## src/rtl/connection_timer_bank_core_assert.svh

```systemverilog
// Assertion macros for the connection timer bank.
`ifndef CONNECTION_TIMER_BANK_CORE_ASSERT_SVH
`define CONNECTION_TIMER_BANK_CORE_ASSERT_SVH

`ifndef ASSERT_OFF
`define CTB_ASSERT(lbl, clk, rst, prop, msg) \
   lbl: assert property (@(posedge clk) disable iff (rst) prop) else $error(msg);
`define CTB_ASSERT_NR(lbl, clk, prop, msg) \
   lbl: assert property (@(posedge clk) prop) else $error(msg);
`else
`define CTB_ASSERT(lbl, clk, rst, prop, msg)
`define CTB_ASSERT_NR(lbl, clk, prop, msg)
`endif

`endif

```

## src/rtl/ctb_pkg.sv

```systemverilog
`default_nettype none

package ctb_pkg;

   localparam logic [2:0] CMD_TICK     = 3'd0;
   localparam logic [2:0] CMD_SET      = 3'd1;
   localparam logic [2:0] CMD_SET_MIN1 = 3'd2;
   localparam logic [2:0] CMD_SET_MIN  = 3'd3;
   localparam logic [2:0] CMD_CANCEL   = 3'd4;
   localparam logic [2:0] CMD_OPEN     = 3'd5;
   localparam logic [2:0] CMD_CLOSE    = 3'd6;

   localparam int REQ_COUNT_W = 16;

   typedef struct packed {
      logic [2:0]             command;
      logic [2:0]             connection_index;
      logic [2:0]             timer_index;
      logic [REQ_COUNT_W-1:0] tick_count;
   } req_type;

   typedef struct packed {
      logic [2:0] expired_connection;
      logic [2:0] expired_timer;
      logic       last_of_tick;
   } rsp_type;

   typedef struct packed {
      logic write_en;
      logic expired;
   } alu_flags_type;

endpackage

`default_nettype wire

```

## src/rtl/connection_timer_bank_core.sv

```systemverilog
`default_nettype none
`include "connection_timer_bank_core_assert.svh"

// Bank of NUM_SLOTS x NUM_TIMERS countdown timers held in one on-chip memory, with an open
// flag per slot. One update unit serves the tick and every timer write. Set, set-or-lower
// and cancel read the memory on acceptance, then write back in ST_UPDATE; open, close, the
// unused command and a set or cancel aimed outside the bank finish in the idle state.
// A tick walks every timer of every slot, highest slot and timer first, one timer per
// cycle while the result channel does not hold it up, with the read of the next timer
// overlapping the write-back of the current one. Each expiry is held back by one so the
// final one can be marked last_of_tick. After reset the block clears all 2**AW entries of
// the memory, one entry a cycle, before it takes a transaction.
module connection_timer_bank_core #(
   parameter int NUM_SLOTS   = 8,
   parameter int NUM_TIMERS  = 6,
   parameter int COUNT_WIDTH = 16
) (
   input  wire logic             clock,
   input  wire logic             reset,
   input  wire logic             req_valid,
   output logic                  req_stall,
   input  wire ctb_pkg::req_type req_data,
   output logic                  rsp_valid,
   input  wire logic             rsp_stall,
   output ctb_pkg::rsp_type      rsp_data
);
   import ctb_pkg::*;

   localparam int SW = $clog2(NUM_SLOTS);
   localparam int TW = (NUM_TIMERS > 1) ? $clog2(NUM_TIMERS) : 1;
   localparam int AW = SW + TW;
   localparam logic [SW-1:0] SLOT_TOP  = SW'(NUM_SLOTS - 1);
   localparam logic [TW-1:0] TIMER_TOP = TW'(NUM_TIMERS - 1);

   typedef enum logic [2:0] {
      ST_CLEAR,
      ST_IDLE,
      ST_UPDATE,
      ST_SCAN,
      ST_FLUSH
   } state_type;

   state_type              state_ff;
   logic [AW-1:0]          clr_addr_ff;
   logic [2:0]             cmd_ff;
   logic [AW-1:0]          upd_addr_ff;
   logic [COUNT_WIDTH-1:0] cnt_ff;
   logic [SW-1:0]          scan_slot_ff;
   logic [TW-1:0]          scan_timer_ff;
   logic                   pend_valid_ff;
   rsp_type                pend_ff;
   logic                   rsp_valid_ff;
   rsp_type                rsp_data_ff;
   logic [NUM_SLOTS-1:0]   slot_open_ff;

   logic [COUNT_WIDTH-1:0] req_cnt;
   logic [SW-1:0]          req_slot;
   logic [TW-1:0]          req_timer;
   logic                   slot_ok;
   logic                   timer_ok;
   logic                   req_accept;

   logic                   scan_last;
   logic [SW-1:0]          next_slot;
   logic [TW-1:0]          next_timer;
   logic                   slot_is_open;
   logic                   scan_hit;
   logic                   out_free;
   logic                   scan_go;
   logic                   rsp_load;

   logic [2:0]             alu_op;
   logic [COUNT_WIDTH-1:0] alu_result;
   alu_flags_type          alu_flags;

   logic                   mem_wr_en;
   logic [AW-1:0]          mem_wr_addr;
   logic [COUNT_WIDTH-1:0] mem_wr_data;
   logic                   mem_rd_en;
   logic [AW-1:0]          mem_rd_addr;
   logic [COUNT_WIDTH-1:0] mem_rd_data;

   // Counts wider than the timers saturate at the largest count.
   generate
      if (COUNT_WIDTH >= REQ_COUNT_W) begin : g_cnt_wide
         assign req_cnt = COUNT_WIDTH'(req_data.tick_count);
      end else begin : g_cnt_sat
         assign req_cnt = (req_data.tick_count > REQ_COUNT_W'({COUNT_WIDTH{1'b1}})) ?
                          {COUNT_WIDTH{1'b1}} : req_data.tick_count[COUNT_WIDTH-1:0];
      end
   endgenerate

   assign req_slot   = SW'(req_data.connection_index);
   assign req_timer  = TW'(req_data.timer_index);
   assign slot_ok    = (int'(req_data.connection_index) < NUM_SLOTS);
   assign timer_ok   = (int'(req_data.timer_index) < NUM_TIMERS);
   assign req_stall  = (state_ff != ST_IDLE);
   assign req_accept = req_valid && !req_stall;

   assign scan_last  = (scan_slot_ff == '0) && (scan_timer_ff == '0);
   assign next_slot  = (scan_timer_ff == '0) ? scan_slot_ff - SW'(1) : scan_slot_ff;
   assign next_timer = (scan_timer_ff == '0) ? TIMER_TOP : scan_timer_ff - TW'(1);

   assign slot_is_open = slot_open_ff[scan_slot_ff];
   assign scan_hit     = (state_ff == ST_SCAN) && slot_is_open && alu_flags.expired;
   assign out_free     = !rsp_valid_ff || !rsp_stall;
   // A new expiry can only be taken once the held one has somewhere to go.
   assign scan_go      = !scan_hit || !pend_valid_ff || out_free;
   assign rsp_load     = ((state_ff == ST_SCAN) && scan_go && scan_hit && pend_valid_ff) ||
                         ((state_ff == ST_FLUSH) && pend_valid_ff && out_free);

   assign alu_op = (state_ff == ST_SCAN) ? CMD_TICK : cmd_ff;

   ctb_alu #(
      .COUNT_WIDTH(COUNT_WIDTH)
   ) u_alu (
      .op       (alu_op),
      .old_count(mem_rd_data),
      .arg_count(cnt_ff),
      .result   (alu_result),
      .flags    (alu_flags)
   );

   always_comb begin
      mem_wr_en   = 1'b0;
      mem_wr_addr = upd_addr_ff;
      mem_wr_data = alu_result;
      mem_rd_en   = 1'b0;
      mem_rd_addr = {next_slot, next_timer};
      case (state_ff)
         ST_CLEAR: begin
            mem_wr_en   = 1'b1;
            mem_wr_addr = clr_addr_ff;
            mem_wr_data = '0;
         end
         ST_IDLE: begin
            mem_rd_en   = req_accept;
            mem_rd_addr = (req_data.command == CMD_TICK) ? {SLOT_TOP, TIMER_TOP} :
                          {req_slot, req_timer};
         end
         ST_UPDATE: begin
            mem_wr_en = alu_flags.write_en;
         end
         ST_SCAN: begin
            mem_wr_en   = scan_go && slot_is_open && alu_flags.write_en;
            mem_wr_addr = {scan_slot_ff, scan_timer_ff};
            mem_rd_en   = scan_go && !scan_last;
         end
         default: begin
            mem_wr_en = 1'b0;
         end
      endcase
   end

   ctb_store #(
      .AW(AW),
      .DW(COUNT_WIDTH)
   ) u_store (
      .clock  (clock),
      .wr_en  (mem_wr_en),
      .wr_addr(mem_wr_addr),
      .wr_data(mem_wr_data),
      .rd_en  (mem_rd_en),
      .rd_addr(mem_rd_addr),
      .rd_data(mem_rd_data)
   );

   always_ff @(posedge clock) begin
      if (reset) begin
         state_ff      <= ST_CLEAR;
         clr_addr_ff   <= '0;
         slot_open_ff  <= '0;
         pend_valid_ff <= 1'b0;
         rsp_valid_ff  <= 1'b0;
      end else begin
         if (rsp_load) begin
            rsp_valid_ff <= 1'b1;
         end else if (!rsp_stall) begin
            rsp_valid_ff <= 1'b0;
         end
         case (state_ff)
            ST_CLEAR: begin
               clr_addr_ff <= clr_addr_ff + AW'(1);
               if (clr_addr_ff == '1) begin
                  state_ff <= ST_IDLE;
               end
            end
            ST_IDLE: begin
               if (req_accept) begin
                  cmd_ff        <= req_data.command;
                  upd_addr_ff   <= {req_slot, req_timer};
                  cnt_ff        <= req_cnt;
                  scan_slot_ff  <= SLOT_TOP;
                  scan_timer_ff <= TIMER_TOP;
                  if (req_data.command == CMD_TICK) begin
                     state_ff <= ST_SCAN;
                  end else if (req_data.command == CMD_OPEN) begin
                     if (slot_ok) begin
                        slot_open_ff[req_slot] <= 1'b1;
                     end
                  end else if (req_data.command == CMD_CLOSE) begin
                     if (slot_ok) begin
                        slot_open_ff[req_slot] <= 1'b0;
                     end
                  end else if (req_data.command inside
                               {CMD_SET, CMD_SET_MIN1, CMD_SET_MIN, CMD_CANCEL}) begin
                     if (slot_ok && timer_ok) begin
                        state_ff <= ST_UPDATE;
                     end
                  end
               end
            end
            ST_UPDATE: begin
               state_ff <= ST_IDLE;
            end
            ST_SCAN: begin
               if (scan_go) begin
                  if (scan_hit) begin
                     if (pend_valid_ff) begin
                        rsp_data_ff <= pend_ff;
                     end
                     pend_ff.expired_connection <= 3'(scan_slot_ff);
                     pend_ff.expired_timer      <= 3'(scan_timer_ff);
                     pend_ff.last_of_tick       <= 1'b0;
                     pend_valid_ff              <= 1'b1;
                  end
                  if (scan_last) begin
                     state_ff <= ST_FLUSH;
                  end else begin
                     scan_slot_ff  <= next_slot;
                     scan_timer_ff <= next_timer;
                  end
               end
            end
            ST_FLUSH: begin
               if (!pend_valid_ff) begin
                  state_ff <= ST_IDLE;
               end else if (out_free) begin
                  rsp_data_ff.expired_connection <= pend_ff.expired_connection;
                  rsp_data_ff.expired_timer      <= pend_ff.expired_timer;
                  rsp_data_ff.last_of_tick       <= 1'b1;
                  pend_valid_ff                  <= 1'b0;
                  state_ff                       <= ST_IDLE;
               end
            end
            default: begin
               state_ff <= ST_IDLE;
            end
         endcase
      end
   end

   assign rsp_valid = rsp_valid_ff;
   assign rsp_data  = rsp_data_ff;

   `CTB_ASSERT_NR(a_clear_after_reset, clock, $past(reset) |-> req_stall, "transaction taken during clear")
   `CTB_ASSERT(a_rsp_from_tick, clock, reset, $rose(rsp_valid) |-> $past(state_ff == ST_SCAN || state_ff == ST_FLUSH), "result outside a tick")
   `CTB_ASSERT(a_no_pending_idle, clock, reset, (state_ff == ST_IDLE) |-> !pend_valid_ff, "held expiry left behind")
   `CTB_ASSERT(a_write_phase, clock, reset, mem_wr_en |-> (state_ff == ST_CLEAR || state_ff == ST_UPDATE || state_ff == ST_SCAN), "timer write in wrong phase")

endmodule

`default_nettype wire

```

## src/rtl/ctb_store.sv

```systemverilog
`default_nettype none

module ctb_store #(
   parameter int AW = 6,
   parameter int DW = 16
) (
   input  wire logic          clock,
   input  wire logic          wr_en,
   input  wire logic [AW-1:0] wr_addr,
   input  wire logic [DW-1:0] wr_data,
   input  wire logic          rd_en,
   input  wire logic [AW-1:0] rd_addr,
   output logic      [DW-1:0] rd_data
);

   logic [DW-1:0] mem_ff [2**AW];
   logic [DW-1:0] rd_data_ff;

   always_ff @(posedge clock) begin
      if (wr_en) begin
         mem_ff[wr_addr] <= wr_data;
      end
      if (rd_en) begin
         rd_data_ff <= mem_ff[rd_addr];
      end
   end

   assign rd_data = rd_data_ff;

endmodule

`default_nettype wire

```

## src/rtl/ctb_alu.sv

```systemverilog
`default_nettype none

module ctb_alu #(
   parameter int COUNT_WIDTH = 16
) (
   input  wire logic [2:0]             op,
   input  wire logic [COUNT_WIDTH-1:0] old_count,
   input  wire logic [COUNT_WIDTH-1:0] arg_count,
   output logic      [COUNT_WIDTH-1:0] result,
   output ctb_pkg::alu_flags_type      flags
);
   import ctb_pkg::*;

   logic                   old_zero;
   logic [COUNT_WIDTH-1:0] arg_floor;

   assign old_zero  = (old_count == '0);
   assign arg_floor = (arg_count == '0) ? COUNT_WIDTH'(1) : arg_count;

   always_comb begin
      result         = old_count;
      flags.write_en = 1'b0;
      flags.expired  = 1'b0;
      case (op)
         CMD_TICK: begin
            result         = old_count - COUNT_WIDTH'(1);
            flags.write_en = !old_zero;
            flags.expired  = (old_count == COUNT_WIDTH'(1));
         end
         CMD_SET: begin
            result         = arg_floor;
            flags.write_en = 1'b1;
         end
         CMD_SET_MIN1: begin
            result         = arg_floor;
            flags.write_en = old_zero || (old_count > arg_floor);
         end
         CMD_SET_MIN: begin
            result         = arg_count;
            flags.write_en = old_zero || (arg_count < old_count);
         end
         CMD_CANCEL: begin
            result         = '0;
            flags.write_en = 1'b1;
         end
         default: begin
            result         = old_count;
            flags.write_en = 1'b0;
         end
      endcase
   end

endmodule

`default_nettype wire

```

## config.mk

```make
export PLATFORM = sky130hd
export DESIGN_NAME = connection_timer_bank_core
export DESIGN_NICKNAME = d
export VERILOG_FILES = /design/src/rtl/ctb_pkg.sv /design/src/rtl/connection_timer_bank_core.sv /design/src/rtl/ctb_store.sv /design/src/rtl/ctb_alu.sv
export VERILOG_INCLUDE_DIRS = /design/src /design/src/rtl
export SDC_FILE = /design/constraint.sdc
export NUM_CORES = 1
export LEC_CHECK = 0
export BUFFER_PORTS_ARGS = -buffer_cell sky130_fd_sc_hd__buf_2
export CORE_MARGIN = 2
export CORE_UTILIZATION = 40
export DETAILED_ROUTE_END_ITERATION = 7
export PLACE_DENSITY = 0.58
export SLEW_MARGIN = 20
export SYNTH_ARGS = -nofsm -noshare
export SYNTH_HDL_FRONTEND = slang
export SYNTH_SLANG_ARGS = --single-unit
```

## constraint.sdc

```tcl
create_clock -name clock -period 11.6 [get_ports clock]
set_input_delay 0 -clock clock [delete_from_list [all_inputs] [get_ports clock]]
set_output_delay 0 -clock clock [all_outputs]
set_load 0.02 [all_outputs]
```

==> impl_metrics.json, run 1 <==
{
  "syn-num-nets": 3096,
  "layout-drive-gt1-share_pct": 12.9,
  "die_area_um2": 114000,
  "worstHoldStart": "req_data[8]",
  "synth_fa_ha_area_share_pct": 1.07,
  "dr.pass1.iters": 5,
  "core_area_um2": 110000,
  "cp.arrival_ps": 5760,
  "hp-class": "input port to flop",
  "synth-xor-area-share_pct": 0.217,
  "setup_tns_ps": 0,
  "num_rows": 122,
  "min_period_ps": 5350,
  "cts_sinks": 1103,
  "yosys.area_share.simple_pct": 9.52,
  "synthCells": 3030,
  "r2r_end": "u_store.rd_data[14]",
  "cp_max_fo": 121,
  "cp_num_buf_inv": 3,
  "setup.worst_path.start_class": "flop",
  "die_h_um": 337,
  "synth_edf_count": 1084,
  "multi_input_area_um2": 11100,
  "cts-root-buf": "clkbuf_16",
  "worstPathRequired_ps": 12020,
  "area_growth_pct": 15.7,
  "clk_pin_slew_ps": 60,
  "whs_endpoint": "cnt_ff[8]",
  "routed_wl_um": 123000,
  "cp-end-kind": "flop",
  "antenna_left": 0,
  "path_cells": "nor3b_2 > inv_1 > o31ai_4 > buf_12 > buf_4 > mux2i_1 > o22ai_1 > o21ai_0 > and4_1 > nand4_1",
  "reg2reg_slack_ps": 6250,
  "clk_path_buf_depth": 3,
  "cpLargestDelayFamily": "buffers and inverters",
  "rsz0062_at_grt": "false",
  "syn_area_um2": 44300,
  "antenna_found_initial": 4,
  "grt-ovfl-total": 0,
  "track_usage_pct": 21.5,
  "htree_levels": 3,
  "cts_tree": "yes",
  "fin_area_um2": 51300,
  "grt_pass1_vias": 25743,
  "yosys_warnings": 0,
  "post_cts_buffers": 0,
  "vias": 27000,
  "place.gp.congestion": 0.832,
  "slowest_delay_ps": 890,
  "nets": 3231,
  "wl_per_cell_um": 25.8,
  "synth_top_family_by_area": "simple AND/OR/NAND/NOR gates",
  "synthMuxAreaShare_pct": 6.69,
  "synth_cell_types": 55,
  "max_slew.worst_pin.slew_ps": 1140,
  "finalCritPeriodShare_pct": 46.1,
  "hold_viol": 0,
  "powerDensity_nw_per_um2": 228,
  "cp_slowest_cell": "buf_4",
  "ctsHoldBuffers": 40,
  "numCtsBuffers": 111,
  "n_fill_cell": 9472,
  "post_cts_resized": 0,
  "io_pins": 38,
  "clock_skew_ps": 38.0,
  "leakage_nw": 18.3,
  "status": "finished, final reports clean",
  "grt_pass1_wl_um": 178000,
  "drt-initial-drc-count": 3026,
  "total_power_mw": 11.7,
  "drc": 0,
  "vdd_ir_drop_max_mv": 0.170,
  "synthArstFlopShare_pct": 0,
  "synth_seq_cells": 1103,
  "hpwlAfterDp_um": 69800,
  "regArea_um2": 32900,
  "fmax_ghz": 0.187,
  "placed_area_um2": 47200,
  "ys.flop_type": "edfxtp_1",
  "reg2reg_from": "state_ff[0]",
  "via_per_inst": 5.68,
  "crit_type": "flop to flop",
  "grt_max_degree": 154,
  "die-width_um": 337,
  "holdPathStages": 2,
  "syn_area_per_cell_um2": 14.6,
  "start_util_pct": 40.2,
  "insertion_delay_ps": 710,
  "yosysSeqAreaShare_pct": 74.3,
  "finalSetupViolCount": 0,
  "relSlewSlack_pct": 23.8,
  "slew_violations": 0,
  "synth_compound_area_share_pct": 6.21,
  "maxCapViolCount": 0,
  "r2r_cells": 10,
  "port_buffers": 37
}
-- where the power goes --
group | switching [mW] | leakage [nW] | internal [mW]
combinational | 2.12 | 6.38 | 0.726
sequential | 0.119 | 10.1 | 5.11
clock | 1.53 | 1.79 | 2.08
total | 3.76 | 18.3 | 7.92
-- per-layer routing --
layer | part of all wire (%) | wire length [um] | track usage (%)
met5 | 0.011 | 13 | 0
met1 | 45 | 54700 | 31.7
met4 | 2.2 | 2660 | 5.96
met3 | 7.3 | 8890 | 2.98
met2 | 46 | 56300 | 33.5
-- worst max path at each step --
stage | start | to | slack [ps] | cells past startpoint
after floorplan | cmd_ff[0] | u_store.mem_ff[0][2] | 6610 | 7
after global placement | state_ff[0] | u_store.rd_data[1] | 6460 | 10
after detailed placement | state_ff[0] | u_store.rd_data[14] | 6340 | 10
after CTS | state_ff[0] | u_store.rd_data[14] | 6320 | 10
after global routing | state_ff[0] | u_store.rd_data[3] | 5990 | 10
final | state_ff[0] | u_store.rd_data[14] | 6250 | 10
-- layout by cell type, fill, tap and decap left out, types with 9 or more instances in the layout --
| cell | instances |
|---|---|
| nor2_1 | 48 |
| mux2i_1 | 292 |
| nand3_1 | 143 |
| inv_1 | 40 |
| nor4_1 | 9 |
| nor3_1 | 14 |
| edfxtp_1 | 1084 |
| o21ai_0 | 96 |
| bufinv_16 | 11 |
| clkinv_1 | 21 |
| clkinv_2 | 19 |
| dlygate4sd3_1 | 40 |
| dfxtp_1 | 19 |
| and3_1 | 21 |
| or3_1 | 9 |
| a21o_1 | 9 |
| buf_2 | 37 |
| clkbuf_1 | 23 |
| nand2_1 | 522 |
| a21oi_1 | 33 |
| ha_1 | 37 |
| o22ai_1 | 130 |
| nor3_2 | 55 |
| a32oi_1 | 35 |
| nand4_1 | 53 |
| clkbuf_16 | 116 |
| and4_1 | 17 |
| buf_4 | 113 |
| a31oi_1 | 80 |
-- stage by stage --
stage	worst slack, ps	hold WS, ps	instances	util [%]
floorplan	6610	98.9	3030	-
global placement	6460	181	4499	42.7
detailed placement	6340	178	4499	42.7
CTS	6320	0.853	4747	46.4
global route	5990	28.9	4748	46.5
finish	6250	43.2	4750	46.5
-- Yosys cell counts (all sizes together), types with 3 or more instances --
master,instances,area (um2)
a21o,10,75.1
nand2,525,1970
and3,21,131
nor2,54,203
o31ai,4,30.0
a32oi,35,307
or3,10,67.6
nand2b,8,50.1
edfxtp,1084,32600
a21oi,41,205
o22ai,130,813
and2,5,31.3
nor2b,5,33.8
a221o,4,40.0
xnor2,5,43.8
dfxtp,19,380
xor2,6,52.6
ha,37,463
a221oi,9,78.8
nand3,143,716
a211oi,7,52.6
clkbuf,95,357
nor3,71,355
inv,40,150
nor3b,4,35.0
nor4,17,106
and4,17,149
o32ai,4,35.0
buf,76,384
a31oi,82,513
o21a,3,22.5
mux2i,292,2920
o21ai,97,485
nand4,53,332
-- state kept, by name, summed over array words and instances (netlist names), named ones only --
signal / flops
pend_ff: 6
pend_valid_ff: 1
upd_addr_ff: 6
state_ff: 3
cnt_ff: 16
u_store.mem_ff: 1024
clr_addr_ff: 6
u_store.rd_data: 16
cmd_ff: 3
scan_timer_ff: 3
scan_slot_ff: 3
rsp_valid: 1
rsp_data: 7
-- worst reg2reg max path: cells and delay by family (launching register included) --
kind	cells	cell delay, ps
AOI/OAI and AO/OA	3	960
DFF	1	420
muxes	1	320
and+or+nand+nor	3	1160
buffers and inverters	3	2190
-- logic make-up after synthesis --
logic type / after synthesis
flops: 1103
simple gates: 936
compound gates: 437
mux: 294
buf+inv: 211
fa+ha+maj: 38
xor+xnor: 11
-- area by class of cell --
class	count	area share, %
diodes	2	0.00976
clock buffers	140	5.86
clock inverters	68	1.33
inverters	40	0.293
multi-input cells	1716	21.7
flip-flops and latches	1103	64.2
well taps	1488	3.63
repair buffers	193	2.93
(Power assumes the default switching activity.)
==> run 2, diff against run 1 <==
==> constraint.sdc (replaced) <==
create_clock -name clock -period 5.6 [get_ports clock]
set_input_delay 0 -clock clock [delete_from_list [all_inputs] [get_ports clock]]
set_output_delay 0 -clock clock [all_outputs]
set_load 0.02 [all_outputs]
==> impl_metrics.json, run 2 (synthesized netlist as in run 1, its figures left out) <==
{
  "status": "finished, final reports clean",
  "finalCritPeriodShare_pct": 85.6,
  "setup_tns_ps": 0,
  "post_cts_buffers": 0,
  "hp-class": "input port to flop",
  "cpLargestDelayFamily": "buffers and inverters",
  "wl_per_cell_um": 25.7,
  "grt-ovfl-total": 0,
  "clk_pin_slew_ps": 60,
  "intPower_mw": 16.5,
  "core_area_um2": 110000,
  "rsz0062_at_grt": "false",
  "cp_slowest_cell": "nor3b_2",
  "clkPwrFrac_pct": 30.3,
  "slowest_delay_ps": 870,
  "insertion_delay_ps": 700,
  "mostFrequentLayoutCells": "1084 x edfxtp_1, 522 x nand2_1, 292 x mux2i_1, 146 x buf_4, 143 x nand3_1",
  "slew_violations": 0,
  "worstHoldStart": "req_data[4]",
  "cts_sinks": 1103,
  "use_met1_pct": 31.4,
  "cp_common_cell": "buf_12",
  "track_usage_pct": 21.6,
  "final_cells": 4792,
  "hold_viol": 0,
  "pwr-share-comb_pct": 25.3,
  "io_pins": 38,
  "port_buffers": 37,
  "cp-end-kind": "flop",
  "crit_start": "state_ff[0]",
  "pwr-share-seq_pct": 44.5,
  "relSlewSlack_pct": 28.0,
  "cp_max_fo": 57,
  "routed_wl_um": 123000,
  "busiest_layer": "met2",
  "grt_util_met2_pct": 33.5,
  "start_util_pct": 40.2,
  "cp_num_buf_inv": 4,
  "grt_pass1_wl_um": 179000,
  "place.gp.congestion": 0.864,
  "setup.worst_path.start_class": "flop",
  "leakage_nw": 18.5,
  "layout-drive-gt1-share_pct": 14.1,
  "largest_reg_flops": 1024,
  "drc": 0,
  "reg2reg_from": "state_ff[0]",
  "clock_skew_ps": 30.7,
  "clk_path_buf_depth": 3,
  "p_sw_mw": 7.83,
  "crit_type": "flop to flop",
  "reg2reg_slack_ps": 810,
  "drt-initial-drc-count": 2919,
  "antenna_found_initial": 5,
  "die_area_um2": 114000,
  "path_cells": "nor3b_2 > inv_1 > o31ai_4 > buf_12 > buf_12 > buf_4 > mux2i_1 > o22ai_1 > o21ai_0 > and4_1 > nand4_1",
  "num_rows": 122,
  "maxCapViolCount": 0,
  "antenna_left": 0,
  "mostFrequentLayoutCell": "edfxtp_1",
  "grt_pass1_vias": 25735,
  "nets": 3272,
  "regMostFlops": "u_store.mem_ff",
  "hpwlAfterDp_um": 73600,
  "finalSetupViolCount": 0,
  "cts-root-buf": "clkbuf_16",
  "vdd_ir_drop_max_mv": 0.262,
  "htree_levels": 3,
  "dp_cells": 4547,
  "post_cts_resized": 0,
  "die_h_um": 337,
  "grt_max_degree": 128,
  "numCtsBuffers": 112,
  "vias": 26920,
  "worstPathRequired_ps": 6020,
  "area_growth_pct": 16.6,
  "cts_tree": "yes",
  "cp.arrival_ps": 5210,
  "die-width_um": 337,
  "gr-usage-met3_pct": 3.30,
  "via_per_inst": 5.62,
  "swShare_pct": 32.2,
  "powerDensity_nw_per_um2": 470,
  "fmax_ghz": 0.209,
  "min_period_ps": 4790,
  "max_slew.worst_pin.slew_ps": 1080,
  "dr.pass1.iters": 8
}
==> run 2: power groups by stage <==
stage / logic, mW / registers, mW / clock network (mW)
after floorplan: 3.44 / 11.0 / 0
after global placement: 5.98 / 11.0 / 0
after detailed placement: 6.08 / 11.0 / 0
after CTS: 6.10 / 10.8 / 7.47
after global routing: 6.57 / 10.9 / 7.78
final: 6.15 / 10.8 / 7.36
==> run 2: path summary, 6_finish.rpt <==
kind | endpoint | cells past startpoint
max | u_store.rd_data[6] | 11
min | cnt_ff[4] | 2
max reg2reg | u_store.rd_data[6] | 11
min reg2reg | rsp_data[3] | 0
==> run 2: metal layers <==
| layer | vias up | share of wire (%) |
|---|---|---|
| met1 | 13637 | 44 |
| met4 | 0 | 2.7 |
| met2 | 1067 | 45 |
| li1 | 12047 | - |
| met3 | 169 | 8.2 |
| met5 | - | 0 |
==> run 2: worst reg2reg max path, stage by stage (launching register included) <==
cell     delay [ps]
dfxtp_1         440
nor3b_2         870
inv_1           570
o31ai_4         400
buf_12          220
buf_12          370
buf_4           530
mux2i_1         240
o22ai_1         110
o21ai_0         240
and4_1          410
nand4_1         120
==> run 2: cell type report <==
cell class,instances,area [um2]
Inverter,40,150
Timing Repair Buffer,233,1990
Tap cell,1488,1860
Clock inverter,68,579
Multi-Input combinational cell,1716,11200
Antenna cell,3,7.51
Fill cell,9465,58700
Clock buffer,141,3040
Sequential cell,1103,32900
==> run 2: through the flow <==
step / setup slack (ps) / hold WS [ps] / utilization [%] / cell area [um2] / total power [mW]
after detailed placement: 859 / 179 / 43.3 / 47700 / 17.1
after floorplan: 611 / 98.9 / - / 44300 / 14.4
after global routing: 607 / 32.5 / 46.8 / 51700 / 25.2
after CTS: 823 / 2.44 / 46.8 / 51700 / 24.4
final: 806 / 34.9 / 46.9 / 51700 / 24.3
after global placement: 951 / 180 / 43.2 / 47700 / 16.9
==> run 2: what timing repair did <==
item                                    4_1_cts  5_1_grt
endpoints found under the hold margin        65        0
hold buffers                                 32        0
endpoints found under the setup margin        0        0
